## src/rtl/core/mbsa_pkg.sv

```systemverilog
// Shared types, constants and helpers of the MIDI byte stream message assembler.
// Used by the parser, the result queue and the top level; depends on nothing.
package mbsa_pkg;

  localparam logic [7:0] SOX = 8'hF0;
  localparam logic [7:0] EOX = 8'hF7;
  localparam logic [7:0] RT_UNDEF_A = 8'hF9;
  localparam logic [7:0] RT_UNDEF_B = 8'hFD;

  // data byte count code for an undefined status byte
  localparam logic [1:0] DC_UNDEF = 2'd3;

  // default depth of the result queue
  localparam int unsigned OUT_DEPTH_DEF = 4;

  typedef struct packed {
    logic [7:0] status;
    logic [6:0] data_one;
    logic       data_one_valid;
    logic [6:0] data_two;
    logic       data_two_valid;
    logic       last;
  } msg_t;

  // up to two results of one parsed byte, in emit order
  typedef struct packed {
    logic [1:0] n;
    msg_t       r0;
    msg_t       r1;
  } step_t;

  function automatic logic [1:0] data_count(input logic [7:0] s);
    logic [1:0] c;
    c = DC_UNDEF;
    if (s < 8'hC0) begin
      c = 2'd2;
    end else if (s < 8'hE0) begin
      c = 2'd1;
    end else if (s < 8'hF0) begin
      c = 2'd2;
    end else begin
      case (s)
        8'hF1:   c = 2'd1;
        8'hF2:   c = 2'd2;
        8'hF3:   c = 2'd1;
        8'hF6:   c = 2'd0;
        default: c = DC_UNDEF;
      endcase
    end
    return c;
  endfunction

  // absent data fields read as zero
  function automatic msg_t make_msg(input logic [7:0] st, input logic [6:0] d1,
                                    input logic v1, input logic [6:0] d2,
                                    input logic v2);
    msg_t m;
    m.status         = st;
    m.data_one       = v1 ? d1 : 7'd0;
    m.data_one_valid = v1;
    m.data_two       = v2 ? d2 : 7'd0;
    m.data_two_valid = v2;
    m.last           = 1'b0;
    return m;
  endfunction

endpackage

```

## src/rtl/core/mbsa_parser.sv

```systemverilog
// Parser state and per-byte decode of the MIDI message assembler.
// Depends on mbsa_pkg; produces up to two results per parsed byte.
module mbsa_parser (
  input  logic            clk_i,
  input  logic            rst_ni,
  input  logic            fire_i,
  input  logic [7:0]      byte_i,
  output mbsa_pkg::step_t step_o
);
  import mbsa_pkg::*;

  logic       synced_q, synced_d;
  logic       cur_v_q, cur_v_d;
  logic [7:0] cur_s_q, cur_s_d;
  logic       run_v_q, run_v_d;
  logic [7:0] run_s_q, run_s_d;
  logic [1:0] need_q, need_d;
  logic [1:0] got_q, got_d;
  logic [6:0] held_q [2];
  logic [6:0] held_d [2];

  logic       emit_a, emit_b;
  msg_t       msg_a, msg_b;
  logic       go;
  logic       chk;
  logic [1:0] cnt;

  always_comb begin
    synced_d  = synced_q;
    cur_v_d   = cur_v_q;
    cur_s_d   = cur_s_q;
    run_v_d   = run_v_q;
    run_s_d   = run_s_q;
    need_d    = need_q;
    got_d     = got_q;
    held_d[0] = held_q[0];
    held_d[1] = held_q[1];
    emit_a    = 1'b0;
    emit_b    = 1'b0;
    msg_a     = make_msg(byte_i, 7'd0, 1'b0, 7'd0, 1'b0);
    msg_b     = make_msg(byte_i, 7'd0, 1'b0, 7'd0, 1'b0);
    go        = 1'b0;
    chk       = 1'b0;
    cnt       = 2'd0;

    if (byte_i >= 8'hF8) begin
      // real-time: pass through unless undefined
      emit_a = (byte_i != RT_UNDEF_A) && (byte_i != RT_UNDEF_B);
    end else begin
      go = 1'b1;
      if (!synced_q) begin
        if (!byte_i[7] || byte_i == EOX) begin
          go = 1'b0;
        end else begin
          synced_d = 1'b1;
        end
      end

      // inside a SysEx
      if (go && cur_v_q && cur_s_q == SOX) begin
        emit_a = 1'b1;
        if (!byte_i[7]) begin
          msg_a = make_msg(SOX, byte_i[6:0], 1'b1, 7'd0, 1'b0);
          go    = 1'b0;
        end else begin
          msg_a   = make_msg(EOX, 7'd0, 1'b0, 7'd0, 1'b0);
          cur_v_d = 1'b0;
          run_v_d = 1'b0;
          if (byte_i == EOX) begin
            go = 1'b0;
          end
        end
      end

      if (go) begin
        if (byte_i[7]) begin
          if (cur_v_d) begin
            // status in mid-message: drop it and lose sync
            synced_d = 1'b0;
            cur_v_d  = 1'b0;
            run_v_d  = 1'b0;
          end else begin
            cur_s_d = byte_i;
            cur_v_d = 1'b1;
            if (byte_i == SOX) begin
              emit_b = 1'b1;
              msg_b  = make_msg(SOX, 7'd0, 1'b0, 7'd0, 1'b0);
            end else begin
              cnt = data_count(byte_i);
              if (cnt == DC_UNDEF) begin
                synced_d = 1'b0;
                cur_v_d  = 1'b0;
                run_v_d  = 1'b0;
              end else begin
                need_d = cnt;
                got_d  = 2'd0;
                chk    = 1'b1;
              end
            end
          end
        end else begin
          chk = 1'b1;
          if (!cur_v_d) begin
            if (!run_v_d) begin
              // orphan data byte
              synced_d = 1'b0;
              cur_v_d  = 1'b0;
              run_v_d  = 1'b0;
              chk      = 1'b0;
            end else begin
              cur_s_d = run_s_q;
              cur_v_d = 1'b1;
              need_d  = data_count(run_s_q);
              got_d   = 2'd0;
            end
          end
          if (chk && !got_d[1]) begin
            held_d[got_d[0]] = byte_i[6:0];
            got_d            = got_d + 2'd1;
          end
        end

        if (chk && got_d == need_d) begin
          emit_b = 1'b1;
          msg_b  = make_msg(cur_s_d, held_d[0], need_d != 2'd0, held_d[1],
                            need_d[1]);
          if (cur_s_d >= 8'h80 && cur_s_d < 8'hF0) begin
            run_s_d = cur_s_d;
            run_v_d = 1'b1;
          end else begin
            run_v_d = 1'b0;
          end
          cur_v_d = 1'b0;
        end
      end
    end
  end

  // pack results in order, mark the final one
  always_comb begin
    step_o.n  = 2'd0;
    step_o.r0 = msg_a;
    step_o.r1 = msg_b;
    if (fire_i) begin
      step_o.n = {1'b0, emit_a} + {1'b0, emit_b};
    end
    if (!emit_a) begin
      step_o.r0 = msg_b;
    end
    step_o.r0.last = !(emit_a && emit_b);
    step_o.r1.last = 1'b1;
  end

  always_ff @(posedge clk_i or negedge rst_ni) begin
    if (!rst_ni) begin
      synced_q <= 1'b0;
      cur_v_q  <= 1'b0;
      cur_s_q  <= 8'd0;
      run_v_q  <= 1'b0;
      run_s_q  <= 8'd0;
      need_q   <= 2'd0;
      got_q    <= 2'd0;
    end else if (fire_i) begin
      synced_q <= synced_d;
      cur_v_q  <= cur_v_d;
      cur_s_q  <= cur_s_d;
      run_v_q  <= run_v_d;
      run_s_q  <= run_s_d;
      need_q   <= need_d;
      got_q    <= got_d;
    end
  end

  always_ff @(posedge clk_i) begin
    if (fire_i) begin
      held_q[0] <= held_d[0];
      held_q[1] <= held_d[1];
    end
  end

  a_sysex_synced: assert property (@(posedge clk_i) disable iff (!rst_ni)
    (cur_v_q && cur_s_q == SOX) |-> synced_q)
    else $error("SysEx in progress while unsynchronized");

  a_run_channel: assert property (@(posedge clk_i) disable iff (!rst_ni)
    run_v_q |-> (run_s_q >= 8'h80 && run_s_q < 8'hF0))
    else $error("running status is not a channel status");

  a_run_needs_sync: assert property (@(posedge clk_i) disable iff (!rst_ni)
    (run_v_q || cur_v_q) |-> synced_q)
    else $error("message state held while unsynchronized");

endmodule

```

## src/rtl/core/mbsa_out_fifo.sv

```systemverilog
// Result queue of the MIDI message assembler: takes up to two results a cycle,
// hands out one. Depends on mbsa_pkg for the result types.
module mbsa_out_fifo #(
  parameter int unsigned Depth = mbsa_pkg::OUT_DEPTH_DEF
) (
  input  logic            clk_i,
  input  logic            rst_ni,
  input  mbsa_pkg::step_t push_i,
  output logic            room_o,
  output mbsa_pkg::msg_t  head_o,
  output logic            head_valid_o,
  input  logic            pop_i
);
  import mbsa_pkg::*;

  localparam int unsigned PtrW = (Depth > 1) ? $clog2(Depth) : 1;
  localparam int unsigned CntW = $clog2(Depth + 1);

  msg_t            mem_q [Depth];
  logic [PtrW-1:0] wr_q, wr_d, wr_nx;
  logic [PtrW-1:0] rd_q, rd_d;
  logic [CntW-1:0] count_q, count_d;
  logic            pop;

  function automatic logic [PtrW-1:0] wrap_inc(input logic [PtrW-1:0] p);
    return (p == PtrW'(Depth - 1)) ? '0 : p + 1'b1;
  endfunction

  assign wr_nx        = wrap_inc(wr_q);
  assign pop          = pop_i && (count_q != '0);
  assign room_o       = count_q <= CntW'(Depth - 2);
  assign head_valid_o = count_q != '0;
  assign head_o       = mem_q[rd_q];

  always_comb begin
    wr_d    = wr_q;
    rd_d    = pop ? wrap_inc(rd_q) : rd_q;
    count_d = count_q + CntW'(push_i.n) - CntW'(pop);
    if (push_i.n == 2'd1) begin
      wr_d = wr_nx;
    end else if (push_i.n == 2'd2) begin
      wr_d = wrap_inc(wr_nx);
    end
  end

  always_ff @(posedge clk_i or negedge rst_ni) begin
    if (!rst_ni) begin
      wr_q    <= '0;
      rd_q    <= '0;
      count_q <= '0;
    end else begin
      wr_q    <= wr_d;
      rd_q    <= rd_d;
      count_q <= count_d;
    end
  end

  always_ff @(posedge clk_i) begin
    if (push_i.n != 2'd0) begin
      mem_q[wr_q] <= push_i.r0;
    end
    if (push_i.n == 2'd2) begin
      mem_q[wr_nx] <= push_i.r1;
    end
  end

  a_no_overflow: assert property (@(posedge clk_i) disable iff (!rst_ni)
    count_q <= CntW'(Depth))
    else $error("result queue overflow");

  a_push_has_room: assert property (@(posedge clk_i) disable iff (!rst_ni)
    (push_i.n != 2'd0) |-> room_o)
    else $error("push into a queue without room");

  a_double_push: assert property (@(posedge clk_i) disable iff (!rst_ni)
    (push_i.n == 2'd2 && !pop) |=> count_q == $past(count_q) + CntW'(2))
    else $error("double push not counted");

endmodule

```

## src/rtl/core/midi_byte_stream_message_assembler_top.sv

```systemverilog
// Top level of the MIDI byte stream message assembler.
// Depends on mbsa_pkg, mbsa_parser and mbsa_out_fifo.
//
// Usage:
//   Input channel: one received MIDI byte per transfer on rx_byte_i, moved when
//   in_valid_i is high and in_stall_o is low. Output channel: one assembled
//   message per transfer on the msg_*_o ports, moved when out_valid_o is high
//   and out_stall_i is low. msg_last_o marks the final result of one byte.
//   A taken byte lands in the input register, is parsed from there once the
//   result queue has room, and its results are registered into that queue.
//   Throughput: one byte per cycle while not stalled. A byte gives zero, one
//   or two results; a SysEx closed by a status byte can give two, and those
//   leave one per cycle, so sustained input follows the output drain rate.
//   The input register stalls only when the result queue (OutDepth entries)
//   cannot take two more results; a stalled receiver fills the queue first.
//   Reset: parser returns to unsynchronized with no message and no running
//   status; the input register and the result queue are emptied.
module midi_byte_stream_message_assembler_top #(
  parameter int unsigned OutDepth = mbsa_pkg::OUT_DEPTH_DEF
) (
  input  logic       clk_i,
  input  logic       rst_ni,
  input  logic       in_valid_i,
  output logic       in_stall_o,
  input  logic [7:0] rx_byte_i,
  output logic       out_valid_o,
  input  logic       out_stall_i,
  output logic [7:0] msg_status_o,
  output logic [6:0] msg_data_one_o,
  output logic       msg_data_one_valid_o,
  output logic [6:0] msg_data_two_o,
  output logic       msg_data_two_valid_o,
  output logic       msg_last_o
);
  import mbsa_pkg::*;

  // input register
  logic       vld_q, vld_d;
  logic [7:0] byte_q;
  logic       room;
  logic       fire;
  step_t      step;
  msg_t       head;

  // parse the held byte whenever the queue can take both possible results
  assign fire       = vld_q && room;
  assign in_stall_o = vld_q && !room;
  // when not stalled the held byte is consumed, so reload from the input
  assign vld_d      = in_stall_o ? vld_q : in_valid_i;

  always_ff @(posedge clk_i or negedge rst_ni) begin
    if (!rst_ni) begin
      vld_q <= 1'b0;
    end else begin
      vld_q <= vld_d;
    end
  end

  always_ff @(posedge clk_i) begin
    if (!in_stall_o && in_valid_i) begin
      byte_q <= rx_byte_i;
    end
  end

  mbsa_parser u_parser (
    .clk_i  (clk_i),
    .rst_ni (rst_ni),
    .fire_i (fire),
    .byte_i (byte_q),
    .step_o (step)
  );

  mbsa_out_fifo #(
    .Depth (OutDepth)
  ) u_out_fifo (
    .clk_i        (clk_i),
    .rst_ni       (rst_ni),
    .push_i       (step),
    .room_o       (room),
    .head_o       (head),
    .head_valid_o (out_valid_o),
    .pop_i        (!out_stall_i)
  );

  assign msg_status_o         = head.status;
  assign msg_data_one_o       = head.data_one;
  assign msg_data_one_valid_o = head.data_one_valid;
  assign msg_data_two_o       = head.data_two;
  assign msg_data_two_valid_o = head.data_two_valid;
  assign msg_last_o           = head.last;

  a_stall_means_held: assert property (@(posedge clk_i) disable iff (!rst_ni)
    in_stall_o |=> vld_q)
    else $error("stall without a held byte");

  a_fire_clears: assert property (@(posedge clk_i) disable iff (!rst_ni)
    (fire && !in_valid_i) |=> !vld_q)
    else $error("parsed byte not released");

  a_stalled_byte_holds: assert property (@(posedge clk_i) disable iff (!rst_ni)
    in_stall_o |=> $stable(byte_q))
    else $error("held byte changed while stalled");

endmodule
```

## config.mk

```make
export PLATFORM = sky130hd
export DESIGN_NAME = midi_byte_stream_message_assembler_top
export DESIGN_NICKNAME = d
export VERILOG_FILES = /design/src/rtl/core/mbsa_pkg.sv /design/src/rtl/core/mbsa_parser.sv /design/src/rtl/core/mbsa_out_fifo.sv /design/src/rtl/core/midi_byte_stream_message_assembler_top.sv
export SDC_FILE = /design/constraint.sdc
export NUM_CORES = 1
export LEC_CHECK = 0
export ABC_AREA = 1
export BUFFER_PORTS_ARGS = -buffer_cell sky130_fd_sc_hd__buf_2
export CAP_MARGIN = 20
export CORE_ASPECT_RATIO = 0.7
export CORE_UTILIZATION = 33
export DETAILED_ROUTE_END_ITERATION = 10
export PLACE_DENSITY = 0.58
export REMOVE_ABC_BUFFERS = 1
export SYNTH_ARGS = -nofsm -noshare
export SYNTH_HDL_FRONTEND = slang
export SYNTH_SLANG_ARGS = --single-unit
```

## constraint.sdc

```tcl
create_clock -name clk_i -period 9 [get_ports clk_i]
set_input_delay 1.35 -clock clk_i [delete_from_list [all_inputs] [get_ports clk_i]]
set_output_delay 1.35 -clock clk_i [all_outputs]
set_load 0.05 [all_outputs]
```

==> results of run 1 <==
final cells by class:
cell class / instances / share of cell area
inverters: 100 / 0.03981
well taps: 325 / 0.04313
clock inverters: 14 / 0.01924
repair buffers: 51 / 0.03052
multi-input cells: 698 / 0.3555
clock buffers: 17 / 0.04512
flip-flops and latches: 153 / 0.4666
power by group:
group	switching, mW	total [mW]	internal [mW]
Sequential	0.108	1.03	0.923
Clock	0.293	0.751	0.459
Combinational	1.20	1.59	0.394
Total	1.60	3.37	1.78
through the flow:
stage	total power [mW]	setup WS, ns	hold WS (ns)
after floorplan	2.163	4.444	0.4602
after global placement	2.618	3.287	0.4829
after detailed placement	2.626	3.044	0.4849
after CTS	3.386	3.030	0.4953
after global routing	3.602	2.420	0.5174
final	3.373	2.940	0.4962
state kept, by name (all words and copies together) (netlist names):
signal and cells:
u_parser.run_s_q 8, u_out_fifo.mem_q 100, byte_q 8, u_parser.cur_v_q 1, u_parser.run_v_q 1, u_parser.held_q 14
u_parser.got_q 2, u_out_fifo.wr_q 2, u_parser.synced_q 1, u_parser.cur_s_q 8, u_parser.need_q 2, vld_q 1
u_out_fifo.rd_q 2, u_out_fifo.count_q 3
synthesized netlist by cell type, types with 2 or more instances:
master	instances	area, um2
a21oi_1	17	85.08
a22oi_1	2	15.01
a31o_2	3	26.28
a31oi_1	3	18.77
buf_1	2	7.510
buf_2	5	25.02
buf_4	2	15.01
clkbuf_1	28	105.1
clkinv_1	4	15.01
dfrtp_1	31	775.7
dfxtp_1	4	80.08
edfxtp_1	118	3543
ha_1	13	162.7
inv_1	94	352.8
inv_2	2	7.510
nand2_1	291	1092
nand2_2	9	56.30
nand2_4	4	45.04
nand3_1	43	215.2
nand3_2	2	20.02
nand3_4	2	35.03
nand3b_1	2	15.01
nand4_1	4	25.02
nor2_1	118	442.9
nor2_2	10	62.56
nor3_1	7	35.03
nor4_1	2	12.51
o211ai_1	5	37.54
o21ai_0	100	500.5
o21ai_1	8	40.04
o21ai_2	3	26.28
o22ai_1	34	212.7
or2_2	5	31.28
xor2_1	2	17.52
critical path: stages, from the launching register on:
cell	delay, ns
edfxtp_1	0.91
nand2_2	0.18
nor2_4	0.20
nand2_1	0.08
nand2_1	0.09
nand2_2	0.12
nand3_4	0.13
nand3_1	0.14
nand2_1	0.09
nand3_1	0.32
nand3_1	0.21
nand2_1	0.08
nand2_2	0.13
nor2_8	0.08
nand2_2	0.27
nand2_1	0.17
ha_1	0.31
nand2_1	0.17
inv_1	0.07
ha_1	0.25
nand2_1	0.13
clkinv_1	0.53
o21ai_1	0.98
nor2_1	0.12
logic make-up after synthesis:
group,Yosys count
AND/OR/NAND/NOR,503
AO/OA/AOI/OAI,178
flip-flops,153
buffers and inverters,138
adder cells (fa/ha/maj),14
XOR/XNOR,3
metal layers:
metal | GRT usage | up-vias | wire length (um)
met1 | 0.2993 | 3268 | 11810
met4 | 0.05467 | 0 | 335
met2 | 0.2685 | 246 | 9769
met5 | 0 | - | 0
li1 | - | 3343 | -
met3 | 0.03794 | 26 | 1626
how the worst max path moves through the flow:
stage	from	to	slack (ns)	cells past startpoint
floorplan	byte_q[7]	u_out_fifo.mem_q[3][9]	4.44	24
global placement	byte_q[7]	u_out_fifo.mem_q[3][1]	3.29	23
detailed placement	byte_q[7]	u_out_fifo.mem_q[3][6]	3.04	23
CTS	byte_q[7]	u_out_fifo.mem_q[3][6]	3.03	23
global route	byte_q[7]	u_out_fifo.mem_q[3][6]	2.42	23
finish	byte_q[7]	u_out_fifo.mem_q[3][6]	2.94	23
==> reports/results.txt, run 1 <==
wire per inst: 17.34 um
Syn Area/Cell: 8.383 um2
Clock Tree Root: clkbuf_16
hold path depth: 1
post-synthesis async set-or-reset flop share: 0.2026
maxcap violations: 0
Slew HR: 0.2809
antenna diode count: 0
worst slew pin tran: 1.070 ns
cell area after layout: 0.009428 mm2
clock latency on the worst-skew pair: 0.44 ns
gr usage total: 0.1931
peak supply drop: 260.0 uV
Power Density: 357.8 mW/mm2
fmax: 0.1650 GHz
Sink Count: 153
Routed Antenna Nets: 0
ys flop type: edfxtp_1
CP Launch Type: flip-flop
post-synthesis mux area share: 0
worst setup path class: flip-flop to flip-flop
post-synthesis register bit count: 153
H-tree depth: 4
outcome: finished clean
cell count after synthesis: 989
placement row count: 48
Fill cells: 2479
LEAKAGE: 4.132 nW
Post-synth EDFFs: 118
core area: 0.02468 mm2
largest net degree at the start of global routing: 54
Die Ht: 134.6 um
Hold Vio Cnt, Final: 0
Synth Area in XOR/XNOR: 0.003169
yosys warns: 0
DR vias/cell: 5.068
Slew Viols, Final: 0
nets@finish: 1047
Min-Delay Path Class: flip-flop to flip-flop
final worst path period share: 0.6733
Port Buffer Count: 38
first drt pass iteration count: 7
placed cell areas: 0.008821 mm2
worst reg2reg setup slack: 2.94 ns
commonest cells after routing, fill and taps aside: nand2_1 (291), nor2_1 (118), edfxtp_1 (118)
hold path start: u_out_fifo.count_q[2]
largest family of logic cells by synthesized area: simple AND/OR/NAND/NOR gates
Netlist cell types: 44
setup TNS: 0 ns
# setup viols final: 0
CTS buffer count: 17
die footprint: 0.02577 mm2
post_cts resized: 0
fraction of the mapped netlist area in simple logic gates: 0.2600
Initial Utilization: 0.3359
DRC: 0
cell total after placement: 1327
Compound-Gate Fraction of Synth Area: 0.1191
Sequential Area: 0.004399 mm2
CP Data Arrival Time: 6.20 ns
grt total ovfl: 0
Max Clock Skew: 0.01128 ns
Tmin final: 6.060 ns
first-pass GRT wire length: 37.38 mm
vias in the first global route: 6528
synthesized cell area: 0.008290 mm2
initial antenna violation count: 0
vias post-DR: 6883
maximum buffer depth of the clock tree: 2
Crit Path Max Fanout: 23
multi-input logic area: 0.003352 mm2
non-filler instance count after layout: 1358
commonest non-fill, non-tap cell in the layout: nand2_1
reg2reg start: byte_q[7]
critical path required time: 9.14 ns
WHS Endpoint: u_out_fifo.count_q[2]
# hold bufs at CTS: 0
Die W: 191.4 um
R2R Path End: u_out_fifo.mem_q[3][6]
Post-Synth Adder-Cell Area: 0.02203
gp weighted congestion: 0.8952
Worst-path clk slew: 0.06 ns
critical path endpoint category: flip-flop
final WL: 23.55 mm
Post-CTS Setup Bufs: 0
Finished Core Util: 0.3819
path depth of the worst reg2reg path: 23
Iteration-0 DRC Markers: 563
Seq/Total Area, Yosys: 0.5306
RSZ-0062 raised after global routing: false
share of layout cells above drive strength 1: 0.1220
placed wire-length estimate: 16.05 mm
CTS tree: yes
Syn-to-layout area delta: 13.72%
# IOs: 39
Power figures use the tool's default switching activity.
==> run 2, diff against run 1 <==
--- a/config.mk
+++ b/config.mk
@@ -5,13 +5,13 @@
 export SDC_FILE = /design/constraint.sdc
 export NUM_CORES = 1
 export LEC_CHECK = 0
-export ABC_AREA = 1
+export ABC_AREA = 0
 export BUFFER_PORTS_ARGS = -buffer_cell sky130_fd_sc_hd__buf_2
 export CAP_MARGIN = 20
 export CORE_ASPECT_RATIO = 0.7
 export CORE_UTILIZATION = 33
 export DETAILED_ROUTE_END_ITERATION = 10
-export PLACE_DENSITY = 0.58
+export PLACE_DENSITY = 0.6
 export REMOVE_ABC_BUFFERS = 1
 export SYNTH_ARGS = -nofsm -noshare
 export SYNTH_HDL_FRONTEND = slang
==> constraint.sdc (replaced) <==
create_clock -name clk_i -period 5.42 [get_ports clk_i]
set_input_delay 0.813 -clock clk_i [delete_from_list [all_inputs] [get_ports clk_i]]
set_output_delay 0.813 -clock clk_i [all_outputs]
set_load 0.05 [all_outputs]
==> run 2 against run 1 <==
Against the previous run:
- non-clock buffer count up 14
- die area is 5.1% lower
- synthesized cell count down 33%
- final area is 3.3% lower
- clock skew is 0.0036 ns lower
- count of clock-buffer cells in the layout rose by 2
- synthesized area is 5.2% lower
- routed wire length fell by 11%
- critical path depth down 7
- global-route usage decreased by 1.5 points
- highest routed layer unchanged
==> reports/results.txt, run 2 <==
outcome: finished clean (unchanged)
sequential share of power: 0.355 (was 0.306)
# IOs: 39 (unchanged)
Port Buffer Count: 38 (unchanged)
peak supply drop: 335.9 uV (was 260.0 uV)
worst slew pin tran: 1.015 ns (was 1.070 ns)
internal power: 2.824 mW (was 1.776 mW)
Syn Area/Cell: 11.86 um2 (was 8.383 um2)
first-pass GRT wire length: 32.81 mm (was 37.38 mm)
synthesized cell area: 0.007861 mm2 (was 0.008290 mm2)
fmax: 0.2112 GHz (was 0.1650 GHz)
core area: 0.02302 mm2 (was 0.02468 mm2)
Fill cells: 2237 (was 2479)
DRC: 0 (unchanged)
Routed Antenna Nets: 0 (unchanged)
combinational cell fraction of total power: 0.412 (was 0.472)
Die Ht: 131.1 um (was 134.6 um)
nets@finish: 742 (was 1047)
# setup viols final: 0 (unchanged)
Clock Tree Root: clkbuf_16 (unchanged)
worst setup path class: flip-flop to flip-flop (unchanged)
biggest regs: u_out_fifo.mem_q: 100 flops, u_parser.held_q: 14 flops (unchanged)
placement row count: 46 (was 48)
wire per inst: 20.19 um (was 17.34 um)
CP Launch Type: flip-flop (unchanged)
Syn-to-layout area delta: 16.01% (was 13.72%)
Max Clock Skew: 0.007669 ns (was 0.01128 ns)
post-synthesis register bit count: 153 (unchanged)
Sequential Area: 0.004400 mm2 (was 0.004399 mm2)
cell taking the most area after synthesis: edfxtp_1 (unchanged)
Synth top cells by count: edfxtp_1 (118), nand2_1 (81), nor2_1 (58) (was nand2_1 (291), edfxtp_1 (118), nor2_1 (118))
sw frac: 0.4197 (was 0.4736)
final worst path period share: 0.8736 (was 0.6733)
multi-input logic area: 0.003182 mm2 (was 0.003352 mm2)
CTS buffer count: 17 (unchanged)
Initial Utilization: 0.3415 (was 0.3359)
delay-heaviest family, CP: simple AND/OR/NAND/NOR gates (unchanged)
critical path required time: 5.60 ns (was 9.14 ns)
vias in the first global route: 5318 (was 6528)
Slew Viols, Final: 0 (unchanged)
H-tree depth: 4 (unchanged)
Crit Path Max Fanout: 13 (was 23)
die footprint: 0.02445 mm2 (was 0.02577 mm2)
commonest cells after routing, fill and taps aside: edfxtp_1 (118), nand2_1 (81), nor2_1 (58) (was nand2_1 (291), nor2_1 (118), edfxtp_1 (118))
Tmin final: 4.735 ns (was 6.060 ns)
initial antenna violation count: 0 (unchanged)
CP max stage cell: edfxtp_1 (was o21ai_1)
post_cts resized: 0 (unchanged)
first drt pass iteration count: 5 (was 7)
largest net degree at the start of global routing: 32 (was 54)
DR vias/cell: 5.261 (was 5.068)
Iteration-0 DRC Markers: 616 (was 563)
Worst-path clk slew: 0.07 ns (was 0.06 ns)
final WL: 21.01 mm (was 23.55 mm)
Min-Delay Path Class: input pin to async pin (was flip-flop to flip-flop)
most frequent cell after synthesis: edfxtp_1 (was nand2_1)
Post-CTS Setup Bufs: 0 (unchanged)
maxcap violations: 0 (unchanged)
vias post-DR: 5477 (was 6883)
RSZ-0062 raised after global routing: false (unchanged)
grt total ovfl: 0 (unchanged)
Clock power frac: 0.233 (was 0.223)
Top reg by flops: u_out_fifo.mem_q (unchanged)
CTS tree: yes (unchanged)
CP Data Arrival Time: 4.91 ns (was 6.20 ns)
gr usage total: 0.1779 (was 0.1931)
post-synth top area share: 0.4507 (was 0.4274)
Die W: 186.5 um (was 191.4 um)
# hold bufs at CTS: 0 (unchanged)
clock latency on the worst-skew pair: 0.42 ns (was 0.44 ns)
Hold Vio Cnt, Final: 0 (unchanged)
antenna diode count: 0 (unchanged)
most frequent CP cell: o21ai_1 (was nand2_1)
gp weighted congestion: 0.9312 (was 0.8952)
placed wire-length estimate: 14.74 mm (was 16.05 mm)
Overall Power: 4.866 mW (was 3.373 mW)
maximum buffer depth of the clock tree: 2 (unchanged)
Post-synth EDFFs: 118 (unchanged)
commonest non-fill, non-tap cell in the layout: edfxtp_1 (was nand2_1)
LEAKAGE: 3.465 nW (was 4.132 nW)
Power Density: 533.5 mW/mm2 (was 357.8 mW/mm2)
setup TNS: 0 ns (unchanged)
Netlist cell types: 61 (was 44)
CP max stage delay: 0.62 ns (was 0.98 ns)
Net Switching: 2.042 mW (was 1.598 mW)
Sink Count: 153 (unchanged)
post-synthesis async set-or-reset flop share: 0.2026 (unchanged)
crit path buf inv count: 2 (unchanged)
crit-path cells: or3_1 -> o21ai_1 -> a22oi_1 -> and3_1 -> o21ai_1 -> a21oi_4 -> nand2b_1 -> ha_1 -> nand3_1 -> inv_1 -> ha_1 -> and2_1 -> nor2_1 -> inv_1 -> nand2b_4 -> o21ai_1 (was nand2_2 -> nor2_4 -> nand2_1 -> nand2_1 -> nand2_2 -> nand3_4 -> nand3_1 -> nand2_1 -> nand3_1 -> nand3_1 -> nand2_1 -> nand2_2 -> nor2_8 -> nand2_2 -> nand2_1 -> ha_1 -> nand2_1 -> inv_1 -> ha_1 -> nand2_1 -> clkinv_1 -> o21ai_1 -> nor2_1)
critical path endpoint category: flip-flop (unchanged)
Slew HR: 0.3230 (was 0.2809)
cell count after synthesis: 663 (was 989)
yosys warns: 0 (unchanged)
ys flop type: edfxtp_1 (unchanged)
leading post-synthesis cells by cell area: edfxtp_1 (45%), dfrtp_1 (9.9%), mux4_2 (7.2%) (was edfxtp_1 (43%), nand2_1 (13%), dfrtp_1 (9.4%))
share of layout cells above drive strength 1: 0.2277 (was 0.1220)
Seq/Total Area, Yosys: 0.5596 (was 0.5306)
max reg flops: 100 (unchanged)
==> run 2: worst reg2reg max path, delay by kind of cell, from the launching register on <==
family / cells / cell delay (ns)
and+or+nand+nor: 7 / 1.87
AOI/OAI and AO/OA: 5 / 1.05
DFF: 1 / 0.62
adders and majority gates: 2 / 0.54
buffers and inverters: 2 / 0.41
==> run 2: power groups by stage <==
stage / registers [mW] / logic [mW] / clock network (mW)
floorplan: 1.71 / 1.42 / 0
global placement: 1.75 / 1.97 / 0
detailed placement: 1.75 / 1.97 / 0
CTS: 1.73 / 1.98 / 1.15
global route: 1.76 / 2.14 / 1.20
finish: 1.73 / 2.00 / 1.13
==> run 2: worst paths after layout <==
kind,from,to,slack [ns],cells after the start
max in group asynchronous,rst_ni,u_out_fifo.rd_q[0],4.46,1
worst min-delay path,rst_ni,u_parser.cur_s_q[0],0.45,1
worst max register to register,byte_q[2],u_out_fifo.mem_q[0][10],0.69,16
min in group clk_i,u_parser.cur_s_q[6],u_parser.cur_s_q[6],0.50,2
worst min register to register,u_parser.cur_s_q[6],u_parser.cur_s_q[6],0.50,2
worst max-delay path,byte_q[2],u_out_fifo.mem_q[0][10],0.69,16
==> run 2: metrics by stage <==
stage	worst slack, ns	hold WS, ns	std cells	area [um2]	utilization
detailed placement	0.7642	0.4868	1008	8541	0.3710
CTS	0.7502	0.4679	1040	9092	0.3949
finish	0.6853	0.4501	1041	9120	0.3961
floorplan	0.7031	0.4480	632	7732	-
global route	0.2707	0.5061	1041	9120	0.3961
global placement	0.8970	0.4774	1008	8541	0.3710
==> run 2: cell type report <==
| type | count | area share |
|---|---|---|
| tap | 312 | 0.04280 |
| inverter | 42 | 0.01729 |
| clock buffer | 19 | 0.04747 |
| clock inverter | 13 | 0.01303 |
| multi-input combinational | 437 | 0.3489 |
| sequential | 153 | 0.4825 |
| timing repair buffer | 65 | 0.04802 |
==> run 2: logic make-up (layout without fill, tap and decap cells) <==
logic type                 Yosys count  in the layout  synth area share
muxes                               57             57            0.1141
and+or+nand+nor                    226            226            0.1482
AOI/OAI and AO/OA                  137            137            0.1151
xor gates and xnor gates             3              3          0.003343
buffers and inverters               73            139           0.03645
adders and majority gates           14             14           0.02324
DFF                                153            153            0.5596
==> run 2: layer usage <==
| metal | wire length [um] | global-route usage | share of wire |
|---|---|---|---|
| met3 | 1473 | 0.03819 | 0.070 |
| met2 | 8511 | 0.2388 | 0.41 |
| met1 | 10850 | 0.2857 | 0.52 |
| met5 | 0 | 0 | 0 |
| met4 | 176 | 0.03962 | 0.0084 |
